<file path="src/sv/kth_set_bit_select_top_macros.svh">
// Assertion helpers used by the kth_set_bit_select_top RTL file.
`ifndef KTH_SET_BIT_SELECT_TOP_MACROS_SVH
`define KTH_SET_BIT_SELECT_TOP_MACROS_SVH

// same-cycle implication, checked out of reset
`define KSSEL_ASSERT_NOW(lbl, ante, cons, msg) \
    lbl: assert property (@(posedge clk) disable iff (!rst_n) (ante) |-> (cons)) \
        else $error(msg);

// next-cycle implication, checked out of reset
`define KSSEL_ASSERT_NEXT(lbl, ante, cons, msg) \
    lbl: assert property (@(posedge clk) disable iff (!rst_n) (ante) |=> (cons)) \
        else $error(msg);

`endif

</file>
<file path="src/sv/kssel_ram.sv">
`timescale 1ns / 1ps

module kssel_ram #(
    parameter int WIDTH = 8,
    parameter int DEPTH = 16
) (
    input  logic                     clk,
    input  logic                     we,
    input  logic [$clog2(DEPTH)-1:0] waddr,
    input  logic [WIDTH-1:0]         wdata,
    input  logic [$clog2(DEPTH)-1:0] raddr,
    output logic [WIDTH-1:0]         rdata
);

    logic [WIDTH-1:0] mem [DEPTH];

    always_ff @(posedge clk)
    begin
        if (we)
        begin
            mem[waddr] <= wdata;
        end
        rdata <= mem[raddr];
    end

endmodule
</file>
<file path="config.mk">
export PLATFORM = sky130hd
export DESIGN_NAME = kssel_ram
export DESIGN_NICKNAME = d
export VERILOG_FILES = /design/src/sv/kth_set_bit_select_top_macros.svh /design/src/sv/kssel_ram.sv
export SDC_FILE = /design/constraint.sdc
export NUM_CORES = 1
export LEC_CHECK = 0
export BUFFER_PORTS_ARGS = -buffer_cell sky130_fd_sc_hd__buf_2
export CORE_MARGIN = 2
export CORE_UTILIZATION = 54
export DETAILED_ROUTE_END_ITERATION = 16
export PLACE_DENSITY = 0.74
export SETUP_SLACK_MARGIN = 0.15
export SYNTH_ARGS = -nofsm -noshare
export SYNTH_HDL_FRONTEND = slang
export SYNTH_SLANG_ARGS = --single-unit
</file>
<file path="constraint.sdc">
create_clock -name clk -period 1.36 [get_ports clk]
set_input_delay 0 -clock clk [delete_from_list [all_inputs] [get_ports clk]]
set_output_delay 0 -clock clk [all_outputs]
set_load 0.01 [all_outputs]
</file>
Yosys cells after proc, flatten, opt, wreduce, memory -nomap -nowiden
Memory sizes are Yosys's and may differ from the RTL's. A register that Yosys moved wholly into a read port is not among the register bits.
Index checks and enable logic that the tools add are counted.
Cells by class
  mux-type cells: 2
Operators by type and width (count)
  $mux 1: 2
Storage, ports and cells
  register bits: 0
  memory bits (writable): 128
  input port bits: 18
  output and inout port bits: 8
  word-level logic and storage cells: 3
  memories kept: 1
Memories
  mem: depth 16, bits a word 8, rd ports 1, clocked after memory_dff 1, wr ports 1, RTL line kssel_ram.sv:15  | logic [WIDTH-1:0] mem [DEPTH];

Depth between registers and ports, before layout
  depth in word-level cells: 2
  depth in mapped cells: 5

Least setup slack after synthesis
Ideal clock, no wire load.
  path type: in2reg
  from: input waddr[2]
  to: memory mem[0][0], enable pin
  setup time: 0.383 ns
  arrival time: 1.110 ns
  data required time: 0.977 ns
  path slack: -0.133 ns
  stages: 2
  buffers on the path: 0
  cells stage by stage: or3b_2 -> nor3_1
RTL lines
  start, declared: RTL line kssel_ram.sv:9  | input logic [$clog2(DEPTH)-1:0] waddr,
  end, declared: RTL line kssel_ram.sv:15
Straight into the memory's write port.

==> reports/metrics.yaml <==
status: "complete, no violations"
syn_area_um2: 5150
p_seq_share_pct: 51.8
vias_per_cell: 5.97
grt_first_pass_wirelength_um: 15900
start_util_pct: 55.7
p_clk_share_pct: 42.7
rows: 35
post-route-min-period_ns: 1.29
r2r_cells: 3
p_sw_share_pct: 21.6
ant_nets: 0
cts_buffer_depth: 2
wire_per_inst_um: 24.8
final_util_pct: 66.4
worst_r2r_endpoint: "rdata[6]$_DFF_P_"
drc: 0
p_int_mw: 7.13
io_buffer_count: 25
drt_iter0_drc: 398
antennaDiodeCount: 0
synth_cell_type_count: 19
crit_end: "rdata[6]$_DFF_P_"
antenna_found_initial: 0
crit_start: "mem[3][6]$_DFFE_PP_"
synth_top_area_share_pct: 74.7
yosys_warnings: 0
cap_violations: 0
layout_setup_ws_ns: 0.0658
cp-start-kind: "flop"
cts_inserted_buffers: 17
cts-root-buf: "clkbuf_8"
power.density_nw_per_um2: 1480
stdcell_area_um2: 6140
worstReg2RegStart: "mem[3][6]$_DFFE_PP_"
drt-total-wl_um: 10800
setup-tns-final_ns: 0
die_h_um: 102
yosysTopAreaCell: "edfxtp_1"
crit_fanout: 1
period_share_pct: 95.2
drv_slew: 0
insertion_delay_ns: 0.51
syn_avg_cell_area_um2: 22.5
grt_start_max_net_pins: 33
crit_arrival_ns: 1.70
irDropWorstVdd_v: 0.000915
post-place-ws_ns: -0.0594
rsz0062_at_grt: "true"
syn2layout_area_growth_pct: 19.3
routabilityCongestion: 0.791
final_net_count: 311
synth_nets: 247
io_pins: 26
synth_area_leaders: "edfxtp_1, mux4_2, mux4_1, dfxtp_1, a22oi_1"
max_freq_ghz: 0.773
die_w_um: 102
postSynthCellCount: 229
finalHoldViolations: 0
grt.total_usage_pct: 22.9
synth_edf_count: 128
cts_sinks: 136
synth-seq-cells: 136
hold_class: "input port to flop"
grt_overflow: 0
yosysMostFrequentCell: "edfxtp_1"
rrSetupSlack_ns: 0.07
drt_first_pass_iters: 4
ys.flop_type: "edfxtp_1"
whs_ns: 0.0528
htree_levels: 4
path_clk_slew_ns: 0.06
die_area_um2: 10300
p_sw_mw: 1.97
cts_setup_buffers: 0
post_dp_cell_area_um2: 5570
hpwl_um: 6100
core_area_um2: 9240
crit_required_ns: 1.76
first_global_vias: 2553
async_flop_share_pct: 0
seq_area_frac_synth_pct: 77.8
worst_slew_pin_slew_ns: 1.02
p_leak_nw: 2.06
path_class: "flop to flop"
cts_tree: "done"
crit_path_end_kind: "flop"
slew_headroom_pct: 31.8
comb_power_share_pct: 5.5
nFillCells: 593
drive_gt1_share_pct: 37.9
finClkSkew_ns: 0.00690
setup_viol: 0
vias: 2599
netlist_top_cells_count: "edfxtp_1, mux4_2, a22oi_1"
==> flip-flops by register name (all words and copies together) (netlist names) <==
signal and count:
mem 128, rdata 8
==> placed cells by master (no fill, tap or decap), types with 4 or more instances in the layout <==
master	Yosys	routed
clkinv_2	0	6
nand2_1	9	9
a22oi_2	0	7
clkinv_4	0	4
a22oi_1	16	9
clkbuf_16	0	16
nor2_1	13	13
mux4_2	18	31
buf_4	1	18
buf_2	3	25
buf_12	0	4
dfxtp_1	8	8
dlygate4sd3_1	0	8
edfxtp_1	128	128
==> per-stage QoR <==
step / power [mW] / cells
finish: 9.10 / 435
global route: 9.35 / 435
CTS: 9.14 / 435
detailed placement: 5.26 / 395
global placement: 5.24 / 395
floorplan: 5.04 / 229
==> timing repair <==
action | CTS | global route
hold endpoints to repair | 128 | 0
hold buffers | 8 | 0
pin swaps | 6 | 4
resized for setup | 15 | 5
setup endpoints to repair | 8 | 8
gates cloned | 0 | 0
==> worst max-delay path, cell delays in order, from the launching register on <==
cell and delay, ns:
edfxtp_1 0.39, mux4_2 0.52, a22oi_2 0.21, nand2_1 0.07
==> cells by family after synthesis <==
logic type             share of synthesized area (%)
flip-flops                                      77.8
buffers and inverters                           1.68
multiplexers                                    15.0
AND/OR/NAND/NOR                                 3.18
AO/OA/AOI/OAI                                   2.33
==> power groups by stage <==
| stage | clock network [mW] | registers (mW) | logic, mW |
|---|---|---|---|
| final | 3.88 | 4.72 | 0.496 |
| after global routing | 4.10 | 4.72 | 0.533 |
| after CTS | 3.93 | 4.72 | 0.494 |
| after detailed placement | 0 | 4.80 | 0.456 |
| after global placement | 0 | 4.80 | 0.443 |
| after floorplan | 0 | 4.81 | 0.238 |
==> per-layer routing <==
metal,GRT usage [%],vias to the layer above,part of all wire [%]
met5,0,-,0
met4,11.4,0,2.6
met3,6.07,25,7.6
met2,32.4,146,48
met1,33.5,1340,42
li1,-,1088,-
==> cell type report <==
type,instances,area [um^2],area share (%)
Clock buffer,19,422,6.87
Clock inverter,13,83.8,1.37
Multi-Input combinational cell,83,1050,17.1
Sequential cell,136,4000,65.2
Tap cell,129,161,2.63
Timing Repair Buffer,55,420,6.85
==> how the worst min path moves through the flow <==
stage,cells past startpoint,endpoint,from
after global placement,1,mem[13][7]$_DFFE_PP_,wdata[7]
after detailed placement,1,rdata[6],rdata[6]$_DFF_P_
after floorplan,0,mem[0][0]$_DFFE_PP_,wdata[0]
after global routing,3,mem[0][2]$_DFFE_PP_,waddr[1]
after CTS,3,mem[0][1]$_DFFE_PP_,waddr[1]
final,3,mem[0][7]$_DFFE_PP_,waddr[0]
No activity file was read; power rests on OpenSTA's default activity.
